===== src/rtl/nqpt_pkg.sv =====
package nqpt_pkg;

   localparam int CFG_W       = 13;
   localparam int CFG_RESET   = 64;
   localparam int CFG_MIN     = 2;
   localparam int CSR_ADDR_W  = 3;
   localparam int CSR_DATA_W  = 32;
   localparam int STATUS_W    = 16;
   localparam int CODE_W      = 15;
   localparam int ID_W        = 16;

   localparam logic [ID_W-1:0] ID_FIRST = 16'd1;
   localparam logic [ID_W-1:0] ID_LAST  = 16'hFFFF;

   localparam logic REG_QUEUE_ENTRIES = 1'b0;

   localparam logic KIND_SUBMIT     = 1'b0;
   localparam logic KIND_COMPLETION = 1'b1;

   typedef enum logic [2:0] {
      OUT_SUBMITTED = 3'd0,
      OUT_WAIT      = 3'd1,
      OUT_SKIPPED   = 3'd2,
      OUT_COMPLETED = 3'd3,
      OUT_REJECTED  = 3'd4
   } outcome_type;

   // decoded request held in the queue between front and back
   typedef struct packed {
      logic              kind;
      logic              phase;
      logic [CODE_W-1:0] code;
      logic [ID_W-1:0]   cid;
   } req_item_type;

   typedef struct packed {
      logic         valid;
      req_item_type item;
   } queue_head_type;

endpackage


===== src/rtl/nqpt_csr.sv =====
module nqpt_csr
   import nqpt_pkg::*;
#(
   parameter int MAX_ENTRIES = 4096,
   localparam int SIZE_W = $clog2(MAX_ENTRIES + 1)
) (
   input  logic                  clock,
   input  logic                  reset,
   input  logic                  csr_psel,
   input  logic                  csr_penable,
   input  logic                  csr_pwrite,
   input  logic [CSR_ADDR_W-1:0] csr_paddr,
   input  logic [CSR_DATA_W-1:0] csr_pwdata,
   output logic [CSR_DATA_W-1:0] csr_prdata,
   output logic                  csr_pready,
   output logic [SIZE_W-1:0]     ring_size
);

   localparam int CMP_W = (SIZE_W > CFG_W) ? SIZE_W : CFG_W;
   localparam int RESET_SIZE = (CFG_RESET > MAX_ENTRIES) ? MAX_ENTRIES : CFG_RESET;

   logic [CFG_W-1:0]  queue_entries_ff, queue_entries_in;
   logic [SIZE_W-1:0] ring_size_ff, ring_size_in;
   logic [CMP_W-1:0]  wr_ext;
   logic [CMP_W-1:0]  clamped;
   logic              wr_en;
   logic              sel_entries;

   assign csr_pready  = 1'b1;
   assign sel_entries = (csr_paddr[CSR_ADDR_W-1] == REG_QUEUE_ENTRIES);
   assign wr_en       = csr_psel && csr_penable && csr_pwrite && csr_pready && sel_entries;
   assign wr_ext      = CMP_W'(csr_pwdata[CFG_W-1:0]);

   always_comb begin
      if (wr_ext < CMP_W'(CFG_MIN)) begin
         clamped = CMP_W'(CFG_MIN);
      end else if (wr_ext > CMP_W'(MAX_ENTRIES)) begin
         clamped = CMP_W'(MAX_ENTRIES);
      end else begin
         clamped = wr_ext;
      end
      queue_entries_in = queue_entries_ff;
      ring_size_in     = ring_size_ff;
      if (wr_en) begin
         queue_entries_in = csr_pwdata[CFG_W-1:0];
         ring_size_in     = SIZE_W'(clamped);
      end
   end

   always_comb begin
      if (sel_entries) begin
         csr_prdata = CSR_DATA_W'(queue_entries_ff);
      end else begin
         csr_prdata = '0;
      end
   end

   always_ff @(posedge clock) begin
      if (reset) begin
         queue_entries_ff <= CFG_W'(CFG_RESET);
         ring_size_ff     <= SIZE_W'(RESET_SIZE);
      end else begin
         queue_entries_ff <= queue_entries_in;
         ring_size_ff     <= ring_size_in;
      end
   end

   assign ring_size = ring_size_ff;

endmodule


===== src/rtl/nqpt_front.sv =====
module nqpt_front
   import nqpt_pkg::*;
(
   input  logic                clock,
   input  logic                reset,
   input  logic                req_tvalid,
   output logic                req_tready,
   input  logic [2*ID_W-1:0]   req_tdata,
   input  logic                req_tuser,
   output queue_head_type      head,
   input  logic                pop
);

   localparam int DEPTH = 2;

   req_item_type q_ff [DEPTH];
   logic         wr_ptr_ff, wr_ptr_in;
   logic         rd_ptr_ff, rd_ptr_in;
   logic [1:0]   count_ff, count_in;
   logic         push;
   logic         do_pop;
   req_item_type item;

   // split the request into its fields
   always_comb begin
      item.kind  = req_tuser;
      item.phase = req_tdata[0];
      item.code  = req_tdata[STATUS_W-1:1];
      item.cid   = req_tdata[STATUS_W +: ID_W];
   end

   assign req_tready = (count_ff != 2'(DEPTH));
   assign push       = req_tvalid && req_tready;
   assign do_pop     = pop && (count_ff != 2'd0);

   always_comb begin
      wr_ptr_in = push ? ~wr_ptr_ff : wr_ptr_ff;
      rd_ptr_in = do_pop ? ~rd_ptr_ff : rd_ptr_ff;
      count_in  = count_ff;
      if (push && !do_pop) begin
         count_in = count_ff + 2'd1;
      end else if (do_pop && !push) begin
         count_in = count_ff - 2'd1;
      end
   end

   always_ff @(posedge clock) begin
      if (reset) begin
         wr_ptr_ff <= 1'b0;
         rd_ptr_ff <= 1'b0;
         count_ff  <= 2'd0;
      end else begin
         wr_ptr_ff <= wr_ptr_in;
         rd_ptr_ff <= rd_ptr_in;
         count_ff  <= count_in;
      end
   end

   always_ff @(posedge clock) begin
      if (push) begin
         q_ff[wr_ptr_ff] <= item;
      end
   end

   assign head.valid = (count_ff != 2'd0);
   assign head.item  = q_ff[rd_ptr_ff];

endmodule


===== src/rtl/nqpt_back.sv =====
module nqpt_back
   import nqpt_pkg::*;
#(
   parameter int MAX_ENTRIES = 4096,
   localparam int SIZE_W = $clog2(MAX_ENTRIES + 1),
   localparam int PTR_W  = $clog2(MAX_ENTRIES)
) (
   input  logic                clock,
   input  logic                reset,
   input  logic [SIZE_W-1:0]   ring_size,
   input  queue_head_type      head,
   output logic                pop,
   output logic                rsp_valid,
   input  logic                rsp_tready,
   output outcome_type         outcome,
   output logic [PTR_W-1:0]    slot_index,
   output logic [ID_W-1:0]     assigned_id,
   output logic [PTR_W-1:0]    sq_doorbell_value,
   output logic [PTR_W-1:0]    cq_doorbell_value,
   output logic [PTR_W-1:0]    next_cq_index,
   output logic                success,
   output logic [CODE_W-1:0]   status_code
);

   localparam int CMP_W = (SIZE_W > PTR_W + 1) ? SIZE_W : PTR_W + 1;

   logic [PTR_W-1:0]  sq_tail_ff, sq_tail_in;
   logic [PTR_W-1:0]  cq_head_ff, cq_head_in;
   logic              phase_ff, phase_in;
   logic [ID_W-1:0]   next_id_ff, next_id_in;
   logic [ID_W-1:0]   waiting_id_ff, waiting_id_in;
   logic              busy_ff, busy_in;
   logic              rsp_valid_ff, rsp_valid_in;

   outcome_type       outcome_ff, outcome_in;
   logic [PTR_W-1:0]  slot_ff, slot_in;
   logic [ID_W-1:0]   aid_ff, aid_in;
   logic [PTR_W-1:0]  sqdb_ff, sqdb_in;
   logic [PTR_W-1:0]  cqdb_ff, cqdb_in;
   logic [PTR_W-1:0]  next_cq_ff, next_cq_in;
   logic              succ_ff, succ_in;
   logic [CODE_W-1:0] code_ff, code_in;

   logic [CMP_W-1:0]  tail_inc;
   logic [CMP_W-1:0]  head_inc;
   logic              tail_wrap;
   logic              head_wrap;
   logic [PTR_W-1:0]  tail_nxt;
   logic [PTR_W-1:0]  head_nxt;

   // an advance that reaches or passes the ring size wraps to zero
   assign tail_inc  = CMP_W'(sq_tail_ff) + CMP_W'(1);
   assign head_inc  = CMP_W'(cq_head_ff) + CMP_W'(1);
   assign tail_wrap = (tail_inc >= CMP_W'(ring_size));
   assign head_wrap = (head_inc >= CMP_W'(ring_size));
   assign tail_nxt  = tail_wrap ? '0 : tail_inc[PTR_W-1:0];
   assign head_nxt  = head_wrap ? '0 : head_inc[PTR_W-1:0];

   assign pop = head.valid && (!rsp_valid_ff || rsp_tready);

   always_comb begin
      sq_tail_in    = sq_tail_ff;
      cq_head_in    = cq_head_ff;
      phase_in      = phase_ff;
      next_id_in    = next_id_ff;
      waiting_id_in = waiting_id_ff;
      busy_in       = busy_ff;
      outcome_in    = OUT_WAIT;
      slot_in       = '0;
      aid_in        = '0;
      sqdb_in       = '0;
      cqdb_in       = '0;
      succ_in       = 1'b0;
      code_in       = '0;
      rsp_valid_in  = rsp_valid_ff && !rsp_tready;
      if (pop) begin
         rsp_valid_in = 1'b1;
         if (head.item.kind == KIND_SUBMIT) begin
            if (busy_ff) begin
               outcome_in = OUT_REJECTED;
            end else begin
               outcome_in    = OUT_SUBMITTED;
               slot_in       = sq_tail_ff;
               aid_in        = next_id_ff;
               next_id_in    = (next_id_ff == ID_LAST) ? ID_FIRST : next_id_ff + ID_FIRST;
               sq_tail_in    = tail_nxt;
               sqdb_in       = tail_nxt;
               waiting_id_in = next_id_ff;
               busy_in       = 1'b1;
            end
         end else begin
            if (!busy_ff || (head.item.phase != phase_ff)) begin
               outcome_in = OUT_WAIT;
            end else begin
               cq_head_in = head_nxt;
               phase_in   = head_wrap ? ~phase_ff : phase_ff;
               if (head.item.cid != waiting_id_ff) begin
                  outcome_in = OUT_SKIPPED;
               end else begin
                  outcome_in = OUT_COMPLETED;
                  cqdb_in    = head_nxt;
                  code_in    = head.item.code;
                  succ_in    = (head.item.code == '0);
                  busy_in    = 1'b0;
               end
            end
         end
      end
      next_cq_in = cq_head_in;
   end

   always_ff @(posedge clock) begin
      if (reset) begin
         sq_tail_ff    <= '0;
         cq_head_ff    <= '0;
         phase_ff      <= 1'b1;
         next_id_ff    <= ID_FIRST;
         waiting_id_ff <= '0;
         busy_ff       <= 1'b0;
         rsp_valid_ff  <= 1'b0;
      end else begin
         sq_tail_ff    <= sq_tail_in;
         cq_head_ff    <= cq_head_in;
         phase_ff      <= phase_in;
         next_id_ff    <= next_id_in;
         waiting_id_ff <= waiting_id_in;
         busy_ff       <= busy_in;
         rsp_valid_ff  <= rsp_valid_in;
      end
   end

   always_ff @(posedge clock) begin
      if (pop) begin
         outcome_ff <= outcome_in;
         slot_ff    <= slot_in;
         aid_ff     <= aid_in;
         sqdb_ff    <= sqdb_in;
         cqdb_ff    <= cqdb_in;
         next_cq_ff <= next_cq_in;
         succ_ff    <= succ_in;
         code_ff    <= code_in;
      end
   end

   assign rsp_valid         = rsp_valid_ff;
   assign outcome           = outcome_ff;
   assign slot_index        = slot_ff;
   assign assigned_id       = aid_ff;
   assign sq_doorbell_value = sqdb_ff;
   assign cq_doorbell_value = cqdb_ff;
   assign next_cq_index     = next_cq_ff;
   assign success           = succ_ff;
   assign status_code       = code_ff;

endmodule


===== src/rtl/nvme_queue_pair_tracker.sv =====
// channel   dir  handshake           tdata (low bit up)                     tuser
// req_      in   req_tvalid/tready   entry_status, entry_command_id         kind
// rsp_      out  rsp_tvalid/tready   slot, id, sq db, cq db, next cq, ...   outcome
// csr_      in   psel/penable        queue_entries at byte address 0        -
//
// One request per cycle sustained while rsp_tready stays high; each accepted request passes
// through the front queue and then the back output register before it leaves.
// The 2-entry front queue and the output register let each side stall alone.
// Reset is synchronous; no clearing pass.
module nvme_queue_pair_tracker
   import nqpt_pkg::*;
#(
   parameter int MAX_ENTRIES = 4096,
   localparam int PTR_W    = $clog2(MAX_ENTRIES),
   localparam int SIZE_W   = $clog2(MAX_ENTRIES + 1),
   localparam int RSP_BITS = 4 * PTR_W + ID_W + 1 + CODE_W,
   localparam int RSP_W    = ((RSP_BITS + 7) / 8) * 8
) (
   input  logic                  clock,
   input  logic                  reset,
   input  logic                  req_tvalid,
   output logic                  req_tready,
   input  logic [2*ID_W-1:0]     req_tdata,  // entry_status, entry_command_id
   input  logic                  req_tuser,  // kind
   output logic                  rsp_tvalid,
   input  logic                  rsp_tready,
   output logic [RSP_W-1:0]      rsp_tdata,  // slot_index, assigned_id, sq_doorbell_value,
                                             // cq_doorbell_value, next_cq_index, success,
                                             // status_code, zero pad
   output logic [2:0]            rsp_tuser,  // outcome
   input  logic                  csr_psel,
   input  logic                  csr_penable,
   input  logic                  csr_pwrite,
   input  logic [CSR_ADDR_W-1:0] csr_paddr,
   input  logic [CSR_DATA_W-1:0] csr_pwdata,
   output logic [CSR_DATA_W-1:0] csr_prdata,
   output logic                  csr_pready
);

   logic [SIZE_W-1:0] ring_size;
   queue_head_type    head;
   logic              pop;
   outcome_type       outcome;
   logic [PTR_W-1:0]  slot_index;
   logic [ID_W-1:0]   assigned_id;
   logic [PTR_W-1:0]  sq_doorbell_value;
   logic [PTR_W-1:0]  cq_doorbell_value;
   logic [PTR_W-1:0]  next_cq_index;
   logic              success;
   logic [CODE_W-1:0] status_code;

   nqpt_csr #(.MAX_ENTRIES(MAX_ENTRIES)) u_csr (
      .clock       (clock),
      .reset       (reset),
      .csr_psel    (csr_psel),
      .csr_penable (csr_penable),
      .csr_pwrite  (csr_pwrite),
      .csr_paddr   (csr_paddr),
      .csr_pwdata  (csr_pwdata),
      .csr_prdata  (csr_prdata),
      .csr_pready  (csr_pready),
      .ring_size   (ring_size)
   );

   nqpt_front u_front (
      .clock      (clock),
      .reset      (reset),
      .req_tvalid (req_tvalid),
      .req_tready (req_tready),
      .req_tdata  (req_tdata),
      .req_tuser  (req_tuser),
      .head       (head),
      .pop        (pop)
   );

   nqpt_back #(.MAX_ENTRIES(MAX_ENTRIES)) u_back (
      .clock             (clock),
      .reset             (reset),
      .ring_size         (ring_size),
      .head              (head),
      .pop               (pop),
      .rsp_valid         (rsp_tvalid),
      .rsp_tready        (rsp_tready),
      .outcome           (outcome),
      .slot_index        (slot_index),
      .assigned_id       (assigned_id),
      .sq_doorbell_value (sq_doorbell_value),
      .cq_doorbell_value (cq_doorbell_value),
      .next_cq_index     (next_cq_index),
      .success           (success),
      .status_code       (status_code)
   );

   assign rsp_tuser = outcome;
   assign rsp_tdata = RSP_W'({status_code, success, next_cq_index, cq_doorbell_value,
                              sq_doorbell_value, assigned_id, slot_index});

endmodule


===== config.mk =====
export PLATFORM = sky130hd
export DESIGN_NAME = nvme_queue_pair_tracker
export DESIGN_NICKNAME = d
export VERILOG_FILES = /design/src/rtl/nqpt_pkg.sv /design/src/rtl/nqpt_csr.sv /design/src/rtl/nqpt_front.sv /design/src/rtl/nqpt_back.sv /design/src/rtl/nvme_queue_pair_tracker.sv
export SDC_FILE = /design/constraint.sdc
export NUM_CORES = 1
export LEC_CHECK = 0
export BUFFER_PORTS_ARGS = -buffer_cell sky130_fd_sc_hd__buf_2
export CORE_ASPECT_RATIO = 1.2
export CORE_MARGIN = 10
export CORE_UTILIZATION = 57
export CTS_BUF_LIST = sky130_fd_sc_hd__clkbuf_4 sky130_fd_sc_hd__clkbuf_8
export CTS_CLUSTER_DIAMETER = 80
export DETAILED_ROUTE_END_ITERATION = 8
export PLACE_DENSITY = 0.87
export SLEW_MARGIN = 15
export SYNTH_ARGS = -nofsm -noshare
export SYNTH_HDL_FRONTEND = slang
export SYNTH_SLANG_ARGS = --single-unit
export TNS_END_PERCENT = 100

===== constraint.sdc =====
create_clock -name clock -period 4.9 [get_ports clock]
set_input_delay 0.735 -clock clock [delete_from_list [all_inputs] [get_ports clock]]
set_output_delay 0.735 -clock clock [all_outputs]
set_load 0.1 [all_outputs]

==> flow_summary.toml, run 1 <==
[synth]
postSynthRegisterBits = 239
synth_cell_type_count = 50
async_reset_ff_share_pct = 0
mappedNetlistArea_mm2 = 0.0103
synth_largest_area_cell = "sky130_fd_sc_hd__edfxtp_1"
synth.avg_cell_area_um2 = 11.3
yosys.area.top_type_share_pct = 43.5
synth_edf_count = 149
post_synth_main_area_contributors = "sky130_fd_sc_hd__edfxtp_1 44%, sky130_fd_sc_hd__dfxtp_1 18%, sky130_fd_sc_hd__nand2_1 4.1%"
yosysWarnings = 0
post_synth_inst_count = 911
seq_area_frac_synth_pct = 61.1
synth_ff_type = "sky130_fd_sc_hd__edfxtp_1"

[placement]
post_dp_cell_area_mm2 = 0.0111
dpl.cell_count = 1245
placer_congestion_estimate = 0.849
dp_hpwl_um = 16200
pre_cts_ws_ns = 1.40
numPortBuffers = 151

[finish]
layout_common_cells = "151 x sky130_fd_sc_hd__buf_2, 149 x sky130_fd_sc_hd__edfxtp_1, 112 x sky130_fd_sc_hd__nand2_1"
drive_gt1_share_pct = 21.7
layout-area-overhead-vs-synth_pct = 16.2
fillers = 1287
final_common_cell = "sky130_fd_sc_hd__buf_2"
post_layout_nonfiller_instances = 1315
num-nets-final = 1171
stdcell_area_mm2 = 0.0119

[grt]
pin_count_of_the_biggest_net_entering_global_routing = 87
number_of_antenna_violations_at_the_first_check_in_global_routing = 1
grt.met1_usage_pct = 20.7
grtUsageTotal_pct = 19.2
grt.busiest_layer = "met2"
grt_use_met3_pct = 4.52
grt_pass1_wl_um = 37100
grt.met2_usage_pct = 35.3
grt-ovfl-total = 0
via_count_of_the_first_global_routing_pass = 7358

[worst_setup_path]
timing.critical_path.slowest_stage_cell = "sky130_fd_sc_hd__dfxtp_1"
cpLargestDelayFamily = "simple AND/OR/NAND/NOR gates"
critPathKind = "register to register"
path_max_fanout = 20
critical_path.startpoint_type = "register"
worstPathCellList = "nand4_1, or2_2, or3_1, xor2_1, inv_1, ha_1, a21oi_1, o21ai_0, o21bai_1, or2_2, o21ai_0, nor2b_1"
timing.critical_path.required_ns = 5.36
signal_arrival_time_at_the_worst_endpoint_ns = 4.06
ff2ff_setup_slack_ns = 1.29
end_kind = "register"
worstPathBufferInverterCount = 1
crit_path_max_incr_delay_ns = 0.48

[clock_network]
cts-root-to-sink-buffers = 3
clk-insertion-delay-late_ns = 0.53
htreeDepth = 2
post-cts-setup-buffers = 0
clkSlewWorstSetupHoldPaths_ns = 0.06
tritoncts_clock_tree = "done"
cts_inserted_buffers = 38
holdBufCountCts = 0
cts.repair.resized = 0
ctsRootBufferMaster = "sky130_fd_sc_hd__clkbuf_8"
cts.sinks = 239

[power]
totalPowerFinal_mw = 7.72
p_leak_nw = 4.74
p_per_area_mw_per_mm2 = 647
peakVddDrop_mv = 0.476

[floorplan]
floorplan.io_pins = 193
dieWidth_um = 143
die_h_um = 167
floorplan.rows = 53
design.core.area_mm2 = 0.0176
initial_core_util_pct = 58.3
die_area_mm2 = 0.0238

[route]
routed_wirelength_um = 23400
drt_pre_antenna_iters = 6
vias_per_cell = 5.50
wl_per_cell_um = 17.8
route.antenna.remaining_nets = 0
remaining_drc_errors = 0
drt_iter0_drc = 433
detailroute.via_count = 7235

[timing]
timing.final.crit_period_ns = 3.61
worst_pin_slew_ns = 1.14
hold_viol = 0
final_setup_violating_endpoints = 0
worst_slack_ns = 1.29
finClkSkew_ns = 0.0128
fin_setup_tns_ns = 0
grt_setup_unrepaired = "no"
slew_viol_final = 0
slew_headroom_pct = 24.3
final_min_period_over_clock_period_pct = 73.6
clock.fmax_ghz = 0.277

[job]
max_cap_viol_count = 0

[hold_path]
timing.hold.worst.class = "input pin to register"

[status]
outcome = "finished, final reports clean"
[kinds of logic (layout without fill, tap and decap cells)]
logic type | after synthesis | in the layout | share of synthesized area [%]
and+or+nand+nor | 346 | 346 | 16.3
xor gates and xnor gates | 53 | 53 | 4.52
AOI/OAI and AO/OA | 112 | 112 | 6.44
muxes | 34 | 34 | 3.36
buffers and inverters | 94 | 259 | 4.43
DFF | 239 | 239 | 61.1
adders and majority gates | 31 | 31 | 3.77
other | 2 | 21 | 0.0731
[final timing paths]
| path | to | cells after the start | startpoint |
|---|---|---|---|
| worst max-delay path | u_back.cq_head_ff[4] | 12 | u_back.cq_head_ff[2] |
| worst min register to register | u_csr.queue_entries_ff[7] | 2 | u_csr.queue_entries_ff[7] |
| worst max register to register | u_back.cq_head_ff[4] | 12 | u_back.cq_head_ff[2] |
| worst min-delay path | u_front.q_ff[1][10] | 1 | req_tdata[26] |
[where the power goes]
group	internal (mW)	switching, mW
registers	2.65	0.190
logic	0.449	2.63
clock network	1.02	0.776
[metal layers]
metal,wire length (µm),up-vias
met2,12400,242
met1,8820,3439
li1,-,3497
met3,1470,57
met4,682,0
met5,0,-
[cell type report]
type	count	area, µm²	area share [%]
clock buffers	54	693	5.81
repair buffers	159	816	6.83
inverters	31	118	0.985
diodes	1	2.50	0.0210
well taps	220	275	2.31
multi-input cells	596	3630	30.4
clock inverters	15	125	1.05
flip-flops and latches	239	6280	52.6
[cells in the mapped netlist (17+ instances only)]
cell and number:
sky130_fd_sc_hd__nand3_1 25, sky130_fd_sc_hd__a21oi_1 55, sky130_fd_sc_hd__nor2b_1 27, sky130_fd_sc_hd__clkbuf_1 34, sky130_fd_sc_hd__dfxtp_1 90, sky130_fd_sc_hd__nor2_1 73, sky130_fd_sc_hd__ha_1 31, sky130_fd_sc_hd__edfxtp_1 149
sky130_fd_sc_hd__xnor2_1 32, sky130_fd_sc_hd__and3_1 35, sky130_fd_sc_hd__nor3_1 17, sky130_fd_sc_hd__nand2_1 112, sky130_fd_sc_hd__o21ai_0 21, sky130_fd_sc_hd__buf_4 22, sky130_fd_sc_hd__mux2i_1 33, sky130_fd_sc_hd__xor2_1 21
sky130_fd_sc_hd__inv_1 31
[sequential cells by signal, indices dropped and copies added, names as in the netlist, 13 cells and up, named ones only]
| name | flops |
|---|---|
| u_back.waiting_id_ff | 16 |
| u_csr.queue_entries_ff | 13 |
| u_back.assigned_id | 16 |
| u_front.q_ff | 66 |
| u_back.next_id_ff | 16 |
| u_csr.ring_size | 13 |
| u_back.status_code | 15 |
[stage by stage]
step	hold slack, ns	utilization (%)
after floorplan	0.430	-
after detailed placement	0.442	63.0
final	0.396	67.7
after global placement	0.437	63.0
after global routing	0.376	67.7
after CTS	0.370	67.7
Power figures use the tool's default switching activity.
==> run 2, diff against run 1 <==
--- a/config.mk
+++ b/config.mk
@@ -8,11 +8,11 @@
 export BUFFER_PORTS_ARGS = -buffer_cell sky130_fd_sc_hd__buf_2
 export CORE_ASPECT_RATIO = 1.2
 export CORE_MARGIN = 10
-export CORE_UTILIZATION = 57
+export CORE_UTILIZATION = 52
 export CTS_BUF_LIST = sky130_fd_sc_hd__clkbuf_4 sky130_fd_sc_hd__clkbuf_8
 export CTS_CLUSTER_DIAMETER = 80
 export DETAILED_ROUTE_END_ITERATION = 8
-export PLACE_DENSITY = 0.87
+export PLACE_DENSITY = 0.83
 export SLEW_MARGIN = 15
 export SYNTH_ARGS = -nofsm -noshare
 export SYNTH_HDL_FRONTEND = slang
==> constraint.sdc (replaced) <==
create_clock -name clock -period 3.01 [get_ports clock]
set_input_delay 0.4515 -clock clock [delete_from_list [all_inputs] [get_ports clock]]
set_output_delay 0.4515 -clock clock [all_outputs]
set_load 0.1 [all_outputs]
==> run 2 against run 1 <==
Compared with the run above:
- core utilization fell by 3.6 points
- clock skew rose by 0.020 ns
- cell area rose by 4.5%
- hold slack got worse by 0.28 ns
- cell count rose by 5.7%
- count of clock-buffer cells in the layout rose by 2
- power rose by 63%
- global-route usage fell by 2.0 points
- first-iteration DRC count rose by 2.8%
- via count rose by 1.2%
- critical path type unchanged
- largest cell class unchanged
==> flow_summary.toml, run 2 (synthesis gave the netlist of run 1 again) <==
[placement]
placer_congestion_estimate = 0.833
dp_hpwl_um = 16400
numPortBuffers = 151
dpl.cell_count = 1317
pre_cts_ws_ns = -0.0426

[hold_path]
timing.hold.worst.class = "input pin to register"
hold_path_startpoint = "req_tdata[19]"

[grt]
grt_pass1_wl_um = 36500
grt-ovfl-total = 0
number_of_antenna_violations_at_the_first_check_in_global_routing = 0
pin_count_of_the_biggest_net_entering_global_routing = 56
grtUsageTotal_pct = 17.2
via_count_of_the_first_global_routing_pass = 7489

[route]
wl_per_cell_um = 16.7
drt_iter0_drc = 445
route.antenna.remaining_nets = 0
detailroute.via_count = 7320
routed_wirelength_um = 23200
vias_per_cell = 5.27
drt_pre_antenna_iters = 5
remaining_drc_errors = 0

[timing]
final_setup_violating_endpoints = 0
slew_viol_final = 0
clock.fmax_ghz = 0.334
timing.final.crit_period_ns = 2.99
final_min_period_over_clock_period_pct = 99.5
slew_headroom_pct = 47.3
worst_slack_ns = 0.0153
hold_viol = 0
worst_pin_slew_ns = 0.789
fin_setup_tns_ns = 0
finClkSkew_ns = 0.0330

[worst_setup_path]
regToRegStartpoint = "u_back.cq_head_ff[5]"
critPathLaunch = "u_back.cq_head_ff[5]"
critical_path.startpoint_type = "register"
signal_arrival_time_at_the_worst_endpoint_ns = 3.46
critPathKind = "register to register"
end_kind = "register"
timing.critical_path.required_ns = 3.47
path_max_fanout = 6

[clock_network]
holdBufCountCts = 0
cts_inserted_buffers = 37
cts.sinks = 239
clkSlewWorstSetupHoldPaths_ns = 0.07
cts-root-to-sink-buffers = 3
clk-insertion-delay-late_ns = 0.53
tritoncts_clock_tree = "done"
htreeDepth = 2
ctsRootBufferMaster = "sky130_fd_sc_hd__clkbuf_8"

[finish]
final_common_cell = "sky130_fd_sc_hd__buf_2"
layout_common_cells = "151 x sky130_fd_sc_hd__buf_2, 149 x sky130_fd_sc_hd__edfxtp_1, 112 x sky130_fd_sc_hd__nand2_1"
final-seq-area_mm2 = 0.00629
regMostFlops = "u_front.q_ff"
num-nets-final = 1206
largest_register_ff_count = 66
fin_util_pct = 64.1
layout-area-overhead-vs-synth_pct = 21.4
multi_input_comb_area_mm2 = 0.00384
fillers = 1506
drive_gt1_share_pct = 27.5
diodes = 0
post_layout_nonfiller_instances = 1390

[floorplan]
floorplan.rows = 56
die_area_mm2 = 0.0258
floorplan.io_pins = 193
design.core.area_mm2 = 0.0195
die_h_um = 174
initial_core_util_pct = 52.8
dieWidth_um = 148

[job]
max_cap_viol_count = 0

[power]
peakVddDrop_mv = 0.670
totalPowerFinal_mw = 12.6
p_leak_nw = 4.98
p_per_area_mw_per_mm2 = 1010

[status]
outcome = "finished, final reports clean"
[run 2: through the flow]
stage	hold WS, ns	instance area (µm²)
detailed placement	0.446	11400
finish	0.114	12500
global route	0.0900	12500
floorplan	0.430	10400
CTS	0.0899	12300
global placement	0.438	11400
[run 2: where the power goes]
group / switching [mW] / leakage (nW) / total [mW] / internal, mW
registers: 0.282 / 2.17 / 4.59 / 4.31
logic: 4.31 / 2.38 / 5.13 / 0.818
clock network: 1.20 / 0.424 / 2.88 / 1.68
[run 2: per-layer routing]
| metal | GRT usage [%] | vias to the layer above | wire, µm |
|---|---|---|---|
| li1 | - | 3560 | - |
| met1 | 18.6 | 3466 | 8820 |
| met2 | 31.0 | 242 | 12200 |
| met3 | 4.23 | 52 | 1500 |
| met4 | 7.11 | 0 | 732 |
| met5 | 0 | - | 0 |
[run 2: final timing paths]
path	to	slack (ns)	cells past startpoint
worst max register to register	u_back.cq_head_ff[0]	0.02	13
worst max-delay path	u_back.cq_head_ff[0]	0.02	13
worst min register to register	u_csr.queue_entries_ff[10]	0.45	2
worst min-delay path	u_front.q_ff[0][3]	0.11	1
[run 2: timing repair]
action	in CTS	in global routing
gates resized for setup	3	44
setup endpoints to repair	4	60
setup buffers	0	5
gates cloned	0	0
pin swaps	0	6
[run 2: final cells by class]
class | instances | area share [%]
clock buffers | 56 | 5.32
clock inverters | 12 | 1.12
inverters | 31 | 0.962
multi-input cells | 596 | 30.7
flip-flops and latches | 239 | 50.4
well taps | 261 | 2.62
repair buffers | 195 | 8.83
[run 2: critical path: stages (launching register included)]
cell and delay (ns):
sky130_fd_sc_hd__dfxtp_2 0.34, sky130_fd_sc_hd__nand4_1 0.12, sky130_fd_sc_hd__or2_4 0.28, sky130_fd_sc_hd__or3_1 0.35
sky130_fd_sc_hd__xor2_1 0.21, sky130_fd_sc_hd__inv_1 0.10, sky130_fd_sc_hd__ha_4 0.22, sky130_fd_sc_hd__a21oi_2 0.10
sky130_fd_sc_hd__o21ai_0 0.10, sky130_fd_sc_hd__o21bai_2 0.21, sky130_fd_sc_hd__or2_4 0.29, sky130_fd_sc_hd__buf_4 0.15
sky130_fd_sc_hd__or3_4 0.33, sky130_fd_sc_hd__a21oi_1 0.12
==> run 3, diff against run 2 <==
--- a/config.mk
+++ b/config.mk
@@ -8,11 +8,11 @@
 export BUFFER_PORTS_ARGS = -buffer_cell sky130_fd_sc_hd__buf_2
 export CORE_ASPECT_RATIO = 1.2
 export CORE_MARGIN = 10
-export CORE_UTILIZATION = 52
+export CORE_UTILIZATION = 50
 export CTS_BUF_LIST = sky130_fd_sc_hd__clkbuf_4 sky130_fd_sc_hd__clkbuf_8
 export CTS_CLUSTER_DIAMETER = 80
 export DETAILED_ROUTE_END_ITERATION = 8
-export PLACE_DENSITY = 0.83
+export PLACE_DENSITY = 0.81
 export SLEW_MARGIN = 15
 export SYNTH_ARGS = -nofsm -noshare
 export SYNTH_HDL_FRONTEND = slang
==> run 3 against run 2 <==
Compared with the run above:
- hold slack got worse by 0.0046 ns
- count of clock-buffer cells in the layout decreased by 6
- fmax increased by 0.98%
- core utilization decreased by 2.6 points
- via count increased by 0.49%
- clock power decreased by 2%
- global-route usage decreased by 0.18 points
- power increased by 0.17%
- largest cell class unchanged
- largest power group unchanged
==> flow_summary.toml, run 3 (synthesis gave the netlist of run 1 again) <==
[route]
routed_wirelength_um = 23900
route.antenna.remaining_nets = 0
remaining_drc_errors = 0
vias_per_cell = 5.25
routedLengthMet1_um = 9170
detailroute.via_count = 7356
dr_wl_met2_um = 12300
drt_iter0_drc = 550
top_metal_layer_carrying_routed_signals = "met5"
wl_per_cell_um = 17.0
drt_pre_antenna_iters = 5
wl_met3_um = 1590

[clock_network]
htreeDepth = 2
cts_inserted_buffers = 37
cts.sinks = 239
ctsRootBufferMaster = "sky130_fd_sc_hd__clkbuf_8"
holdBufCountCts = 0
clkSlewWorstSetupHoldPaths_ns = 0.07
tritoncts_clock_tree = "done"
clk-insertion-delay-late_ns = 0.54
cts-root-to-sink-buffers = 3

[floorplan]
die_area_mm2 = 0.0267
floorplan.io_pins = 193
initial_core_util_pct = 50.7
floorplan.rows = 57
die_h_um = 177
dieWidth_um = 151
design.core.area_mm2 = 0.0203

[worst_setup_path]
end_kind = "register"
regToRegStartpoint = "u_back.cq_head_ff[0]"
timing.critical_path.required_ns = 3.48
critPathLaunch = "u_back.cq_head_ff[0]"
critPathKind = "register to register"
path_max_fanout = 8
critical_path.startpoint_type = "register"
signal_arrival_time_at_the_worst_endpoint_ns = 3.43

[finish]
largest_register_ff_count = 66
post_layout_nonfiller_instances = 1402
layout_common_cells = "151 x sky130_fd_sc_hd__buf_2, 149 x sky130_fd_sc_hd__edfxtp_1, 112 x sky130_fd_sc_hd__nand2_1"
fin_util_pct = 61.5
num-nets-final = 1213
drive_gt1_share_pct = 26.8
layout-area-overhead-vs-synth_pct = 21.2
regMostFlops = "u_front.q_ff"
final_common_cell = "sky130_fd_sc_hd__buf_2"

[timing]
slew_viol_final = 0
fin_hold_ws_ns = 0.110
final_min_period_over_clock_period_pct = 98.5
worst_slack_ns = 0.0444
hold_viol = 0
timing.final.crit_period_ns = 2.97
clock.fmax_ghz = 0.337
worst_pin_slew_ns = 0.741
slew_headroom_pct = 50.5
finClkSkew_ns = 0.0297
final_setup_violating_endpoints = 0

[grt]
via_count_of_the_first_global_routing_pass = 7326
number_of_antenna_violations_at_the_first_check_in_global_routing = 2
grt-ovfl-total = 0
pin_count_of_the_biggest_net_entering_global_routing = 87
grt_pass1_wl_um = 36500
grtUsageTotal_pct = 17.0

[status]
outcome = "finished, final reports clean"

[placement]
dpl.cell_count = 1327
numPortBuffers = 151
dp_hpwl_um = 16700
pre_cts_ws_ns = -0.0261
placer_congestion_estimate = 0.836

[power]
p_per_area_mw_per_mm2 = 1010
peakVddDrop_mv = 0.635
p_leak_nw = 4.99
totalPowerFinal_mw = 12.6

[hold_path]
timing.hold.worst.class = "input pin to register"
hold_path_startpoint = "req_tdata[7]"

[job]
max_cap_viol_count = 0
==> run 3: final timing paths <==
kind / to / slack, ns / cells after the start
setup / recovery: u_back.cq_head_ff[7] / 0.04 / 11
setup reg to reg: u_back.cq_head_ff[7] / 0.04 / 11
hold reg to reg: u_csr.queue_entries_ff[4] / 0.45 / 2
hold / removal: u_front.q_ff[1][22] / 0.11 / 1
==> run 3: worst max-delay path, stage by stage, from the launching register on <==
cell	delay (ns)
sky130_fd_sc_hd__dfxtp_2	0.33
sky130_fd_sc_hd__buf_4	0.15
sky130_fd_sc_hd__nand3_1	0.10
sky130_fd_sc_hd__xnor2_1	0.39
sky130_fd_sc_hd__ha_1	0.35
sky130_fd_sc_hd__a21oi_1	0.16
sky130_fd_sc_hd__a21boi_0	0.11
sky130_fd_sc_hd__o31a_1	0.32
sky130_fd_sc_hd__buf_4	0.15
sky130_fd_sc_hd__or2_2	0.34
sky130_fd_sc_hd__o31ai_1	0.31
sky130_fd_sc_hd__nor2b_1	0.17
==> run 3: power by group <==
group | internal [mW] | total (mW) | switching, mW
Clock | 1.58 | 2.83 | 1.26
Combinational | 0.856 | 5.22 | 4.37
Sequential | 4.31 | 4.56 | 0.254
Total | 6.74 | 12.6 | 5.88
==> run 3: what timing repair did <==
item                       CTS  global route
setup buffers                0             4
setup endpoints to repair    5            59
cloned                       0             2
pin swaps                    0             4
resized for setup            1            32
==> run 3: area by class of cell <==
type	instances	area, µm²
timing repair buffer	200	1150
multi-input combinational	598	3780
clock inverter	18	141
fill	1599	7800
clock buffer	50	644
antenna	1	2.50
inverter	31	120
sequential	239	6290
tap	265	332
==> run 3: stage by stage <==
stage	setup TNS [ns]	instance area [µm²]
5_1_grt	-0.934	12500
3_5_place_dp	-0.0735	11500
4_1_cts	0	12300
2_1_floorplan	-0.199	10400
3_3_place_gp	0	11500
6_report	0	12500
==> run 3: routing by layer <==
| metal | track usage (%) | vias up |
|---|---|---|
| met4 | 6.95 | 2 |
| met3 | 3.86 | 61 |
| met5 | 0 | - |
| met2 | 29.8 | 260 |
| met1 | 19.4 | 3448 |
| li1 | - | 3585 |
